$ cat src/sv/ube_pkg.sv
// Shared types, character constants and lookup functions for the URL byte escaper.
`timescale 1ns / 1ps

package ube_pkg;

    // One input item: a raw text byte and its end-of-text mark
    typedef struct packed {
        logic [7:0] in_byte;
        logic       in_final;
    } t_in_item;

    // One result item: an escaped byte with its run and text marks
    typedef struct packed {
        logic [7:0] out_byte;
        logic       run_end;
        logic       text_end;
    } t_out_item;

    // How a byte expands
    typedef enum logic [1:0] {
        KIND_SAFE,
        KIND_AMP,
        KIND_HEX
    } t_kind;

    // Classified item as it waits in the queue
    typedef struct packed {
        t_kind      kind;
        logic [7:0] data;
        logic       final_mark;
    } t_entry;

    localparam int unsigned RUN_IDX_W = 3;

    localparam logic [7:0] CH_AMP = 8'h26;
    localparam logic [7:0] CH_PCT = 8'h25;

    localparam logic [7:0] AMP_SEQ [5] = '{8'h26, 8'h61, 8'h6D, 8'h70, 8'h3B};

    localparam logic [RUN_IDX_W-1:0] LAST_SAFE = 3'd0;
    localparam logic [RUN_IDX_W-1:0] LAST_HEX  = 3'd2;
    localparam logic [RUN_IDX_W-1:0] LAST_AMP  = 3'd4;

    // Uppercase hex digit for one nibble
    function automatic logic [7:0] hex_digit(input logic [3:0] nib);
        logic [7:0] ch;
        if (nib < 4'd10) begin
            ch = 8'h30 + {4'd0, nib};
        end else begin
            ch = 8'h37 + {4'd0, nib};
        end
        return ch;
    endfunction

    // Index of the last byte of a run of the given kind
    function automatic logic [RUN_IDX_W-1:0] run_last(input t_kind kind);
        logic [RUN_IDX_W-1:0] last;
        unique case (kind)
            KIND_SAFE: last = LAST_SAFE;
            KIND_AMP:  last = LAST_AMP;
            KIND_HEX:  last = LAST_HEX;
            default:   last = LAST_SAFE;
        endcase
        return last;
    endfunction

endpackage

$ cat src/sv/ube_front.sv
// Front end: accepts input items and classifies each byte by how it expands.
`timescale 1ns / 1ps

module ube_front (
    input  logic              i_rst_n,
    input  logic              i_start,
    input  ube_pkg::t_in_item i_item,
    input  logic              i_full,
    output logic              o_busy,
    output logic              o_push,
    output ube_pkg::t_entry   o_entry
);

    logic safe;

    // Letters, digits and the safe punctuation pass through
    always_comb begin
        case (i_item.in_byte) inside
            [8'h61:8'h7A], [8'h41:8'h5A], [8'h30:8'h39],
            "-", "_", ".", "+", "!", "*", "'", "(", ")", ",",
            "%", "#", "@", "?", "=", ";", ":", "/", "$":
                safe = 1'b1;
            default:
                safe = 1'b0;
        endcase
    end

    // Classify into the queue entry
    always_comb begin
        o_entry.data       = i_item.in_byte;
        o_entry.final_mark = i_item.in_final;
        if (safe) begin
            o_entry.kind = ube_pkg::KIND_SAFE;
        end else if (i_item.in_byte == ube_pkg::CH_AMP) begin
            o_entry.kind = ube_pkg::KIND_AMP;
        end else begin
            o_entry.kind = ube_pkg::KIND_HEX;
        end
    end

    // Hold off the sender while the queue is full or in reset
    assign o_busy = i_full | ~i_rst_n;
    assign o_push = i_start & ~o_busy;

endmodule

$ cat src/sv/ube_queue.sv
// Small FIFO of classified items between front end and emitter.
`timescale 1ns / 1ps

module ube_queue #(
    parameter int unsigned DEPTH = 2
) (
    input  logic            i_clk,
    input  logic            i_rst_n,
    input  logic            i_push,
    input  ube_pkg::t_entry i_entry,
    input  logic            i_pop,
    output ube_pkg::t_entry o_head,
    output logic            o_empty,
    output logic            o_full
);

    localparam int unsigned PW = (DEPTH > 1) ? $clog2(DEPTH) : 1;
    localparam int unsigned CW = $clog2(DEPTH + 1);

    ube_pkg::t_entry r_mem [DEPTH];
    logic [PW-1:0]   r_wr, n_wr;
    logic [PW-1:0]   r_rd, n_rd;
    logic [CW-1:0]   r_count, n_count;
    logic            do_push, do_pop;

    assign o_empty = (r_count == '0);
    assign o_full  = (r_count == CW'(DEPTH));
    assign do_push = i_push & ~o_full;
    assign do_pop  = i_pop & ~o_empty;
    assign o_head  = r_mem[r_rd];

    // Pointer and fill count update
    always_comb begin
        n_wr    = r_wr;
        n_rd    = r_rd;
        n_count = r_count;
        if (do_push) begin
            n_wr = (r_wr == PW'(DEPTH - 1)) ? '0 : r_wr + 1'b1;
        end
        if (do_pop) begin
            n_rd = (r_rd == PW'(DEPTH - 1)) ? '0 : r_rd + 1'b1;
        end
        if (do_push && !do_pop) begin
            n_count = r_count + 1'b1;
        end else if (do_pop && !do_push) begin
            n_count = r_count - 1'b1;
        end
    end

    always_ff @(posedge i_clk) begin
        if (!i_rst_n) begin
            r_wr    <= '0;
            r_rd    <= '0;
            r_count <= '0;
        end else begin
            r_wr    <= n_wr;
            r_rd    <= n_rd;
            r_count <= n_count;
        end
    end

    // Storage
    always_ff @(posedge i_clk) begin
        if (do_push) begin
            r_mem[r_wr] <= i_entry;
        end
    end

endmodule

$ cat src/sv/ube_back.sv
// Emitter: walks the run of the item at the queue head, one byte per cycle.
`timescale 1ns / 1ps

module ube_back (
    input  logic               i_clk,
    input  logic               i_rst_n,
    input  ube_pkg::t_entry    i_head,
    input  logic               i_empty,
    output logic               o_pop,
    output logic               o_strobe,
    output ube_pkg::t_out_item o_result
);

    logic [ube_pkg::RUN_IDX_W-1:0] r_idx, n_idx;
    logic                          last;
    logic [7:0]                    cur_byte;
    logic                          r_strobe;
    ube_pkg::t_out_item            r_out;

    assign last  = (r_idx == ube_pkg::run_last(i_head.kind));
    assign o_pop = ~i_empty & last;

    // Byte at the current position of the run
    always_comb begin
        unique case (i_head.kind)
            ube_pkg::KIND_SAFE: cur_byte = i_head.data;
            ube_pkg::KIND_AMP: begin
                cur_byte = (r_idx <= ube_pkg::LAST_AMP) ? ube_pkg::AMP_SEQ[r_idx] : 8'h00;
            end
            ube_pkg::KIND_HEX: begin
                if (r_idx == 3'd0) begin
                    cur_byte = ube_pkg::CH_PCT;
                end else if (r_idx == 3'd1) begin
                    cur_byte = ube_pkg::hex_digit(i_head.data[7:4]);
                end else begin
                    cur_byte = ube_pkg::hex_digit(i_head.data[3:0]);
                end
            end
            default: cur_byte = i_head.data;
        endcase
    end

    // Run position
    always_comb begin
        n_idx = r_idx;
        if (!i_empty) begin
            n_idx = last ? '0 : r_idx + 1'b1;
        end
    end

    always_ff @(posedge i_clk) begin
        if (!i_rst_n) begin
            r_idx    <= '0;
            r_strobe <= 1'b0;
        end else begin
            r_idx    <= n_idx;
            r_strobe <= ~i_empty;
        end
    end

    // Output register
    always_ff @(posedge i_clk) begin
        r_out.out_byte <= cur_byte;
        r_out.run_end  <= last;
        r_out.text_end <= last & i_head.final_mark;
    end

    assign o_strobe = r_strobe;
    assign o_result = r_out;

endmodule

$ cat src/sv/url_byte_escaper.sv
// Top level of the URL byte escaper: front end, item queue and emitter.
//
//  channel   ports                         handshake
//  input     i_item (in_byte, in_final)    i_start high and o_busy low at the clock edge
//  result    o_result (out_byte, run_end,  o_strobe high for one cycle, always taken
//            text_end)
//
// A pass-through byte expands to 1 output byte, a hex escape to 3 and an ampersand to 5; the
// emitter produces one output byte per cycle, so it sets the rate.
// With the queue empty, an accepted item is written into the queue and its first output byte
// is then registered in the emitter's output register before it is on the ports.
// Synchronous active-low reset empties the queue; o_busy is high during reset.
// Out of reset, o_busy rises only when the queue is full, i.e. while expansions back up the input.
`timescale 1ns / 1ps

module url_byte_escaper #(
    parameter int unsigned QUEUE_DEPTH = 2
) (
    input  logic               i_clk,
    input  logic               i_rst_n,
    input  logic               i_start,
    input  ube_pkg::t_in_item  i_item,
    output logic               o_busy,
    output logic               o_strobe,
    output ube_pkg::t_out_item o_result
);

    ube_pkg::t_entry entry, head;
    logic            push, pop, q_empty, q_full;

    // Accept and classify
    ube_front u_front (
        .i_rst_n (i_rst_n),
        .i_start (i_start),
        .i_item  (i_item),
        .i_full  (q_full),
        .o_busy  (o_busy),
        .o_push  (push),
        .o_entry (entry)
    );

    // Decoupling queue
    ube_queue #(
        .DEPTH (QUEUE_DEPTH)
    ) u_queue (
        .i_clk   (i_clk),
        .i_rst_n (i_rst_n),
        .i_push  (push),
        .i_entry (entry),
        .i_pop   (pop),
        .o_head  (head),
        .o_empty (q_empty),
        .o_full  (q_full)
    );

    // Emit runs
    ube_back u_back (
        .i_clk    (i_clk),
        .i_rst_n  (i_rst_n),
        .i_head   (head),
        .i_empty  (q_empty),
        .o_pop    (pop),
        .o_strobe (o_strobe),
        .o_result (o_result)
    );

    // An item taken into an empty queue shows its first byte once it has passed the queue and output register
    a_first_byte: assert property (@(posedge i_clk) disable iff (!i_rst_n)
        (push && q_empty) |=> ##1 o_strobe)
        else $error("first byte of item missing");

    // A run is never broken: a byte without run_end is followed by another
    a_run_cont: assert property (@(posedge i_clk) disable iff (!i_rst_n)
        (o_strobe && !o_result.run_end) |=> o_strobe)
        else $error("run interrupted");

    // End of text only on the last byte of a run
    a_text_end: assert property (@(posedge i_clk) disable iff (!i_rst_n)
        (o_strobe && o_result.text_end) |-> o_result.run_end)
        else $error("text_end outside run end");

endmodule

$ cat config.mk
export PLATFORM = sky130hd
export DESIGN_NAME = url_byte_escaper
export DESIGN_NICKNAME = d
export VERILOG_FILES = /design/src/sv/ube_pkg.sv /design/src/sv/ube_front.sv /design/src/sv/ube_queue.sv /design/src/sv/ube_back.sv /design/src/sv/url_byte_escaper.sv
export SDC_FILE = /design/constraint.sdc
export NUM_CORES = 1
export LEC_CHECK = 0
export BUFFER_PORTS_ARGS = -buffer_cell sky130_fd_sc_hd__buf_2
export CAP_MARGIN = 20
export CORE_MARGIN = 1.5
export CORE_UTILIZATION = 55
export DETAILED_ROUTE_END_ITERATION = 16
export PLACE_DENSITY_LB_ADDON = 0.25
export RECOVER_POWER = 50
export SYNTH_ARGS = -nofsm -noshare
export SYNTH_HDL_FRONTEND = slang
export SYNTH_SLANG_ARGS = --single-unit
$ cat constraint.sdc
create_clock -name i_clk -period 3.3 [get_ports i_clk]
set_input_delay 0.66 -clock i_clk [delete_from_list [all_inputs] [get_ports i_clk]]
set_output_delay 0.66 -clock i_clk [all_outputs]
set_load 0.05 [all_outputs]
# After elaboration in Yosys (flattened, before gate mapping)
# Memory sizes are Yosys's and may differ from the RTL's. A register that Yosys moved wholly into a read port is not among the register bits.
# Index checks and enable logic that the tools add are counted.
classes:
  add_sub_neg: 9
  magnitude_cmp: 10
  n_eq_ne: 25
  muxes: 21
  n_bitwise: 11
  reduce_logical: 11
op_table:
  columns: ["operator", "count"]
  rows:
  - ["$eq 8x6->1 const B", 18]
  - ["$mux 8", 7]
  - ["$add 6x4->7 const A", 4]
  - ["$reduce_or 22->1", 1]
  - ["$eq 8x7->1 const B", 2]
  - ["$ge 8x7->1 const B", 2]
  - ["$le 8x7->1 const B", 2]
  - ["$pmux 8 s2", 1]
  - ["$ge 8x6->1 const B", 1]
  - ["$le 8x6->1 const B", 1]
  - ["$lt 4x4->1 const B", 2]
  - ["$mux 2", 4]
  - ["$mux 1", 7]
  - ["$pmux 3 s2", 1]
  - ["$and 1x1->1", 5]
  - ["$logic_and 1x1->1", 5]
  - ["$eq 2x2->1 const B", 2]
  - ["$ge 4x4->1 const B", 1]
  - ["$not 1->1", 4]
  - ["$not 3->4", 1]
  - ["$add 3x1->3 const B", 1]
  - ["$eq 3x1->1 const B", 1]
  - ["$eq 3x3->1", 1]
  - ["$le 3x3->1 const B", 1]
  - ["other kinds (10)", 12]
word_totals:
  register_bits: 18
  mem_bits_rw: 22
  mem_bits_ro: 64
  output_inout_bits: 12
  elab_cells: 97
  memories: 2
mem_list:
  columns: ["name", "words", "width", "rd", "rd_clocked_by_memory_dff", "write_ports", "line_no", "text"]
  rows:
  - ["(name not given)", 8, 8, 1, 0, 0, "ube_back.sv:28", "cur_byte = (r_idx <= ube_pkg::LAST_AMP) ? ube_pkg::AMP_SEQ[r_idx] : 8'h00;"]
  - ["u_queue.r_mem", 2, 11, 1, 1, 1, "ube_queue.sv:20", "ube_pkg::t_entry r_mem [DEPTH];"]

# Logic depth before layout (Yosys ltp)
# Gate-level depths: netlist (run 1).
depth:
  depth_word: 9
  ltp_mapped: 14
  depth_no_buf: 11

# Cells and area by module
# Synthesis (run 1) repeated with hierarchy kept, for this count alone.
hier_totals:
  hier_cells: 209
  hier_area_um2: 2172.1
by_module_without_submodules:
  columns: ["mod", "instances", "cells_each", "area_each_um2", "seq_area_each_um2"]
  rows:
  - ["ube_queue", 1, 59, 1023.5, 760.7]
  - ["ube_back", 1, 116, 932.1, 280.3]
  - ["ube_front", 1, 34, 216.5, 0.0]

# Worst setup path after synthesis (run 1)
# No wires, ideal clock.
synth_timing:
  path_kind: "register -> register"
  from: "register with a tool-made name"
  to: "register u_queue.r_count[1]"
  setup_ps: 76
  arrival_time_ps: 2672
  required_time_ps: 3224
  setup_slack_ps: 552
  stages_incl_launch_ff: 14
  period_less_slack_ps: 2748
  cell_sequence: "dfxtp_1 -> buf_6 -> buf_6 -> mux2i_1 -> inv_1 -> ha_1 -> buf_2 -> xor2_1 -> or3_4 -> inv_2 -> o21ai_2 -> ha_1 -> or3_1 -> a21boi_0"
synth_rtl:
  columns: ["element", "line_no", "text"]
  rows:
  - ["end signal, assigned", "ube_queue.sv:58", "r_count <= n_count;"]
  - ["end, declared", "ube_queue.sv:23", "logic [CW-1:0] r_count, n_count;"]

==> results of run 1 <==
==> tightest hold or removal path: cells and delay by family, from the launching register on <==
| family | cells | cell delay [ps] |
|---|---|---|
| flip-flops | 1 | 320 |
| multiplexers | 1 | 70 |
| AND/OR/NAND/NOR | 1 | 100 |
==> registers in the layout, summed over array words and instances (netlist names), named ones only <==
signal and count:
u_back.o_strobe 1, u_queue.r_mem 22, u_queue.r_wr 1, u_queue.r_count 2
u_queue.r_rd 1, u_back.r_idx 3, u_back.o_result 10
==> synthesized netlist by cell type (all sizes together), types with 2 or more instances <==
| cell | number |
|---|---|
| edfxtp | 22 |
| dfxtp | 19 |
| inv | 16 |
| nor2 | 15 |
| o21ai | 15 |
| a21oi | 13 |
| ha | 10 |
| nand2 | 10 |
| mux2i | 9 |
| and2 | 6 |
| buf | 5 |
| nor2b | 5 |
| a2111oi | 4 |
| clkbuf | 4 |
| mux2 | 4 |
| nand2b | 4 |
| o211ai | 4 |
| xnor2 | 4 |
| a211o | 3 |
| a21boi | 3 |
| xor2 | 3 |
| nand3 | 2 |
| nand3b | 2 |
| nor3 | 2 |
| nor4 | 2 |
| o211a | 2 |
| o21a | 2 |
| or3 | 2 |
==> power by group through the flow <==
stage	Combinational, mW	Sequential, mW	Clock (mW)
global placement	0.872	0.720	0
floorplan	0.549	0.893	0
detailed placement	0.881	0.724	0
CTS	0.884	0.713	0.416
global route	0.968	0.727	0.436
finish	0.882	0.711	0.408
==> cell type report <==
cell class                      count  area share [%]
Timing Repair Buffer               25            4.80
Clock inverter                      3            1.95
Sequential cell                    41            43.9
Tap cell                           48            2.53
Clock buffer                        5            2.90
Multi-Input combinational cell    139            41.4
Inverter                           16            2.53
==> cells by family (layout without fill, tap and decap cells) <==
group	count (synthesis)	after routing
flip-flops	41	41
adder cells (fa/ha/maj)	10	10
AND/OR/NAND/NOR	53	53
multiplexers	13	13
buffers and inverters	25	49
XOR/XNOR	7	7
AO/OA/AOI/OAI	56	56
==> per-layer routing <==
metal | track usage, % | part of all wire, %
met1 | 25.8 | 47
met2 | 33.4 | 47
met3 | 4.11 | 4.5
met4 | 7.81 | 1.5
met5 | 0 | 0
==> worst max-delay path by stage <==
stage | cells past startpoint | from | endpoint | slack (ps)
2_1_floorplan | 13 | flop | u_queue.r_count[1] | 550
3_3_place_gp | 10 | flop | u_queue.r_count[1] | 650
3_5_place_dp | 10 | flop | u_queue.r_count[1] | 550
4_1_cts | 10 | flop | u_queue.r_count[1] | 540
5_1_grt | 10 | flop | u_queue.r_count[1] | 370
6_report | 10 | flop | u_queue.r_count[1] | 550
==> through the flow <==
step | instances | area [um2] | setup WS, ps | hold slack, ps
6_report | 277 | 2370 | 546 | 534
5_1_grt | 277 | 2370 | 374 | 535
4_1_cts | 277 | 2390 | 535 | 539
3_5_place_dp | 269 | 2270 | 554 | 519
3_3_place_gp | 269 | 2270 | 654 | 558
2_1_floorplan | 205 | 2140 | 552 | 453
==> qor.csv, run 1 <==
stage,metric,value,unit
outcome,run_status,"complete, no violations",
detailed_routing,route.detailed.drc,0,
power,p_sw,820,uW
yosys,ys_seq_area_share,48.7,%
worst_hold_path,whs_endpoint,u_back.o_result[0],
floorplanning,die_h,65.3,um
worst_hold_path,hold_path.class,flop to flop,
worst_setup_path,start_kind,flop,
yosys,ys.flop_type,edfxtp_1,
timing,max-slew-margin-rel,60.6,%
worst_setup_path,critical_path_class,flop to flop,
finish,mostFrequentLayoutCells,"22 x edfxtp_1, 19 x dfxtp_1, 15 x inv_1, 15 x nor2_1",
clocking,cts_sinks,41,
worst_setup_path,cpPeakStageDelay,460,ps
power,clockPowerShare,20.4,%
worst_setup_path,worstPathRequired,3520,ps
clocking,cts_resized,0,
yosys,post_synth_mux_area_share,6.85,%
timing,period_needed,2750,ps
worst_setup_path,critPathBufInv,2,
clocking,ctsHoldBuffers,0,
global_routing,grt_pass1_wl,6530,um
timing,setup_violations,0,
power,pwr-share-seq,35.5,%
detailed_routing,routedWlPerCell,14.1,um
yosys,synth_cell_types,53,
power,power,2.00,mW
finish,n_antenna_cell,0,
finish,multi_input_area,982,um2
global_routing,overflow,0,
place,portBuffers,23,
worst_setup_path,critPathMaxFanout,8,
power,comb_power_share,44.1,%
clocking,clk_path_buf_depth,2,
timing,finalMaxSlewViolations,0,
detailed_routing,drtIter0Drc,57,
detailed_routing,vias_per_cell,5.62,
power,swShare,41.0,%
worst_setup_path,arrival,2980,ps
global_routing,grt.total_usage,20.1,%
finish,utilization,64.3,%
timing,tightest_slew,591,ps
detailed_routing,drt_wl_total,3900,um
yosys,async_flop_share,0,%
yosys,synth_simple_gate_area_share,12.8,%
clocking,cts_root_buffer,clkbuf_8,
yosys,synth_top_area_share,30.9,%
worst_setup_path,rrSetupSlack,550,ps
clocking,worstSkewPairLatency,300,ps
yosys,syn_inst,205,
yosys,syn_area_per_cell,10.4,um2
clocking,cts-buffers-inserted,5,
timing,setup_tns,0,ps
yosys,synth_compound_area_share,17.6,%
yosys,syn-num-nets,227,
global_routing,grt_pass1_vias,1458,
worst_hold_path,min-delay-start,u_queue.r_mem[0][0],
floorplanning,core_area,3690,um2
job,drv_cap,0,
finish,fillers,318,
yosys,ys_warn_count,0,
clocking,postCtsSetupBuffers,0,
yosys,synth-edff-count,22,
clocking,cts_tree,built,
yosys,netlist_area,2140,um2
timing,fin_worst_skew,6.71,ps
yosys,ys_top_cells_by_area,"edfxtp_1 31%, dfxtp_1 18%, ha_1 5.9%, mux2i_1 3.7%, a21oi_1 3.0%",
yosys,synthAdderAreaFrac,5.85,%
power,p_leak,0.909,nW
floorplanning,rows,22,
finish,seq_area,1040,um2
worst_setup_path,crit_family,simple AND/OR/NAND/NOR gates,
floorplanning,start_util,57.9,%
worst_setup_path,crit_path_frequent_cell,ha_1,
global_routing,grt_max_degree,19,
timing,period_share,83.4,%
global_routing,antenna_found_initial,0,
worst_setup_path,slowest_stage,dfxtp_1,
timing,rsz0062_at_grt,no,
timing,hold_viol,0,
power,power.internal,1.18,mW
worst_setup_path,path_cells,mux2i_1 > inv_1 > ha_1 > xor2_1 > or3_4 > inv_2 > o21ai_2 > ha_1 > or3_1 > a21boi_0,
detailed_routing,first_pass_iters,4,
clocking,htree_levels,2,
place,hpwl,2830,um
detailed_routing,drtAntennaViolNets,0,
yosys,synth_seq_cells,41,
power,p_per_area,844,nW/um2
clocking,clk_pin_slew,80,ps
yosys,synth_top_family_by_area,compound AO/OA/AOI/OAI gates,
timing,fmax,363,MHz
finish,drive_gt1_share,13.1,%
floorplanning,die_w,65.3,um
yosys,yosys.area.top_type,edfxtp_1,
finish,final_nets,250,
detailed_routing,vias,1558,
worst_setup_path,worstReg2RegEnd,u_queue.r_count[1],
worst_setup_path,rr_worst_depth,10,
worst_hold_path,hold_depth,2,
power,peakVddDrop,0.000396,V
floorplanning,dieArea,4270,um2
floorplanning,io_pins,24,
finish,final_common_cell,edfxtp_1,
yosys,synth_xor_area_share,2.87,%
worst_setup_path,end_kind,flop,
place,gp_congestion,0.868,
finish,syn2layout_area_growth,11.0,%
Power figures use the tool's default switching activity.
==> run 2, diff against run 1 <==
--- a/config.mk
+++ b/config.mk
@@ -8,7 +8,7 @@
 export BUFFER_PORTS_ARGS = -buffer_cell sky130_fd_sc_hd__buf_2
 export CAP_MARGIN = 20
 export CORE_MARGIN = 1.5
-export CORE_UTILIZATION = 55
+export CORE_UTILIZATION = 52
 export DETAILED_ROUTE_END_ITERATION = 16
 export PLACE_DENSITY_LB_ADDON = 0.25
 export RECOVER_POWER = 50
==> constraint.sdc (replaced) <==
create_clock -name i_clk -period 2.25 [get_ports i_clk]
set_input_delay 0.45 -clock i_clk [delete_from_list [all_inputs] [get_ports i_clk]]
set_output_delay 0.45 -clock i_clk [all_outputs]
set_load 0.05 [all_outputs]
==> run 2 against run 1 <==
The run now ends with setup timing left. Clock skew is 4.5 ps lower. Clock power up 43%. Hold slack worse by 180 ps. First-iteration DRC count up 130%. Utilization grew 0.97 points. Clock-buffer cell count rose by 1. Sequential power increased by 49%. Non-clock buffer count rose by 20. Critical endpoint unchanged. Largest power group unchanged. Highest routed layer unchanged.
==> qor.csv, run 2 (synthesis gave the netlist of run 1 again) <==
stage,metric,value,unit
global_routing,grt.total_usage,19.8,%
worst_setup_path,rrSetupSlack,-120,ps
finish,fin_cells,299,
floorplanning,dieArea,4500,um2
place,place_inst,287,
timing,period_needed,2370,ps
clocking,cts_sinks,41,
worst_hold_path,min-delay-start,i_item[0],
detailed_routing,drt_wl_total,4080,um
worst_setup_path,worstReg2RegEnd,u_queue.r_count[1],
power,p_leak,0.999,nW
floorplanning,io_pins,24,
worst_setup_path,slowest_stage,dfxtp_4,
detailed_routing,vias_per_cell,5.36,
timing,tightest_slew,598,ps
global_routing,grt_pass1_vias,1443,
worst_hold_path,whs_endpoint,u_queue.r_mem[1][0],
worst_setup_path,cpPeakStageDelay,380,ps
timing,finalMaxSlewViolations,0,
clocking,htree_levels,2,
finish,n_antenna_cell,0,
timing,hold_viol,0,
outcome,violations,setup timing,
floorplanning,rows,23,
place,gp_congestion,0.830,
global_routing,overflow,0,
floorplanning,core_area,3970,um2
timing,fmax,422,MHz
clocking,ctsHoldBuffers,0,
power,clockPowerShare,17.8,%
detailed_routing,first_pass_iters,4,
finish,multi_input_area,1050,um2
timing,rsz0062_at_grt,yes,
outcome,run_status,"complete, but fails checks",
timing,setup_violations,1,
timing,period_share,105,%
clocking,worstSkewPairLatency,290,ps
finish,regMostFlops,u_queue.r_mem,
power,comb_power_share,49.7,%
finish,syn2layout_area_growth,21.3,%
clocking,clk_path_buf_depth,2,
detailed_routing,route.detailed.drc,0,
power,swShare,39.8,%
detailed_routing,drtAntennaViolNets,0,
power,peakVddDrop,0.000601,V
power,p_per_area,1260,nW/um2
finish,final_common_cell,edfxtp_1,
worst_setup_path,arrival,2590,ps
worst_setup_path,critPathBufInv,2,
finish,mostFrequentLayoutCells,"22 x edfxtp_1, 21 x clkbuf_1, 20 x buf_4",
finish,drive_gt1_share,20.5,%
finish,largest_reg_flops,22,
detailed_routing,vias,1604,
timing,fin_worst_skew,2.20,ps
finish,final_nets,270,
global_routing,grt_pass1_wl,6510,um
worst_setup_path,path_cells,mux2i_2 > inv_1 > ha_2 > xor2_1 > or3_4 > inv_4 > o21ai_4 > ha_4 > xor2_1 > or3_1 > a21boi_1,
job,drv_cap,0,
timing,max-slew-margin-rel,60.3,%
floorplanning,start_util,53.8,%
worst_hold_path,hold_depth,1,
floorplanning,die_w,67.1,um
place,hpwl,2830,um
worst_setup_path,end_kind,flop,
detailed_routing,drtIter0Drc,133,
place,portBuffers,23,
clocking,cts_root_buffer,clkbuf_8,
power,power.internal,1.96,mW
clocking,cts_tree,built,
finish,seq_area,1040,um2
power,power,3.26,mW
worst_setup_path,critPathMaxFanout,4,
worst_setup_path,critical_path_class,flop to flop,
worst_setup_path,worstPathRequired,2470,ps
worst_hold_path,hold_path.class,primary input to flop,
worst_setup_path,start_kind,flop,
detailed_routing,routedWlPerCell,13.6,um
clocking,clk_pin_slew,70,ps
power,p_sw,1.30,mW
worst_setup_path,rr_worst_depth,11,
power,pwr-share-seq,32.4,%
global_routing,antenna_found_initial,0,
clocking,cts-buffers-inserted,5,
timing,whs,352,ps
worst_setup_path,crit_family,simple AND/OR/NAND/NOR gates,
global_routing,grt_max_degree,16,
floorplanning,die_h,67.1,um
worst_setup_path,crit_path_frequent_cell,xor2_1,
finish,fillers,320,
timing,setup_ws,-118,ps
==> run 2: changes by cell type in the layout (fill, tap and decap cells not counted), moves of 3 or more <==
| cell | previous run | this run |
|---|---|---|
| ha_1 | 10 | 7 |
| buf_4 | 1 | 20 |
| clkbuf_1 | 11 | 21 |
| buf_2 | 13 | 3 |
==> run 2: through the flow <==
| step | setup TNS [ps] | utilization [%] | setup slack (ps) | instance area (um2) |
|---|---|---|---|---|
| floorplan | -615 | - | -395 | 2150 |
| detailed placement | -164 | 60.4 | -92.7 | 2400 |
| global route | -265 | 65.3 | -216 | 2590 |
| finish | -118 | 65.3 | -118 | 2590 |
| CTS | -233 | 65.0 | -86.1 | 2580 |
| global placement | -54.5 | 60.4 | -54.5 | 2400 |
==> run 2: how the worst max path moves through the flow <==
| stage | slack, ps | depth (start not counted) | to | start |
|---|---|---|---|---|
| 2_1_floorplan | -400 | 13 | u_queue.r_count[1] | flop |
| 3_3_place_gp | -50 | 10 | u_queue.r_count[1] | flop |
| 3_5_place_dp | -90 | 10 | u_queue.r_count[1] | flop |
| 4_1_cts | -90 | 10 | u_queue.r_count[1] | flop |
| 5_1_grt | -220 | 11 | u_queue.r_count[1] | flop |
| 6_report | -120 | 11 | u_queue.r_count[1] | flop |
==> run 2: layer usage <==
layer / wire (um) / track usage (%) / vias up
li1: - / - / 821
met1: 1920 / 25.9 / 733
met2: 1910 / 30.9 / 41
met3: 169 / 5.24 / 9
met4: 84 / 8.93 / 0
met5: 0 / 0 / -
==> run 2: repair_timing <==
action                     4_1_cts  5_1_grt
setup buffers                    6        2
resized for setup                6       10
pin swaps                        3        3
setup endpoints to repair        4        7
==> run 2: worst register-to-register path, stage by stage (launching register included) <==
cell      delay (ps)
dfxtp_4          380
mux2i_2          260
inv_1             70
ha_2             180
xor2_1           140
or3_4            350
inv_4             70
o21ai_4           60
ha_4             160
xor2_1           150
or3_1            330
a21boi_1         140
==> run 2: layout make-up <==
cell class / count / share of cell area [%]
tap: 50 / 2.41
multi-input combinational: 139 / 40.4
clock buffer: 6 / 2.80
timing repair buffer: 45 / 10.1
inverter: 16 / 2.41
sequential: 41 / 40.3
clock inverter: 2 / 1.50
==> run 2: power by group through the flow <==
stage	combinational, mW	sequential, mW	clock [mW]
floorplan	0.820	1.31	0
global placement	1.45	1.05	0
detailed placement	1.46	1.05	0
CTS	1.58	1.04	0.599
global route	1.76	1.08	0.637
finish	1.62	1.06	0.582
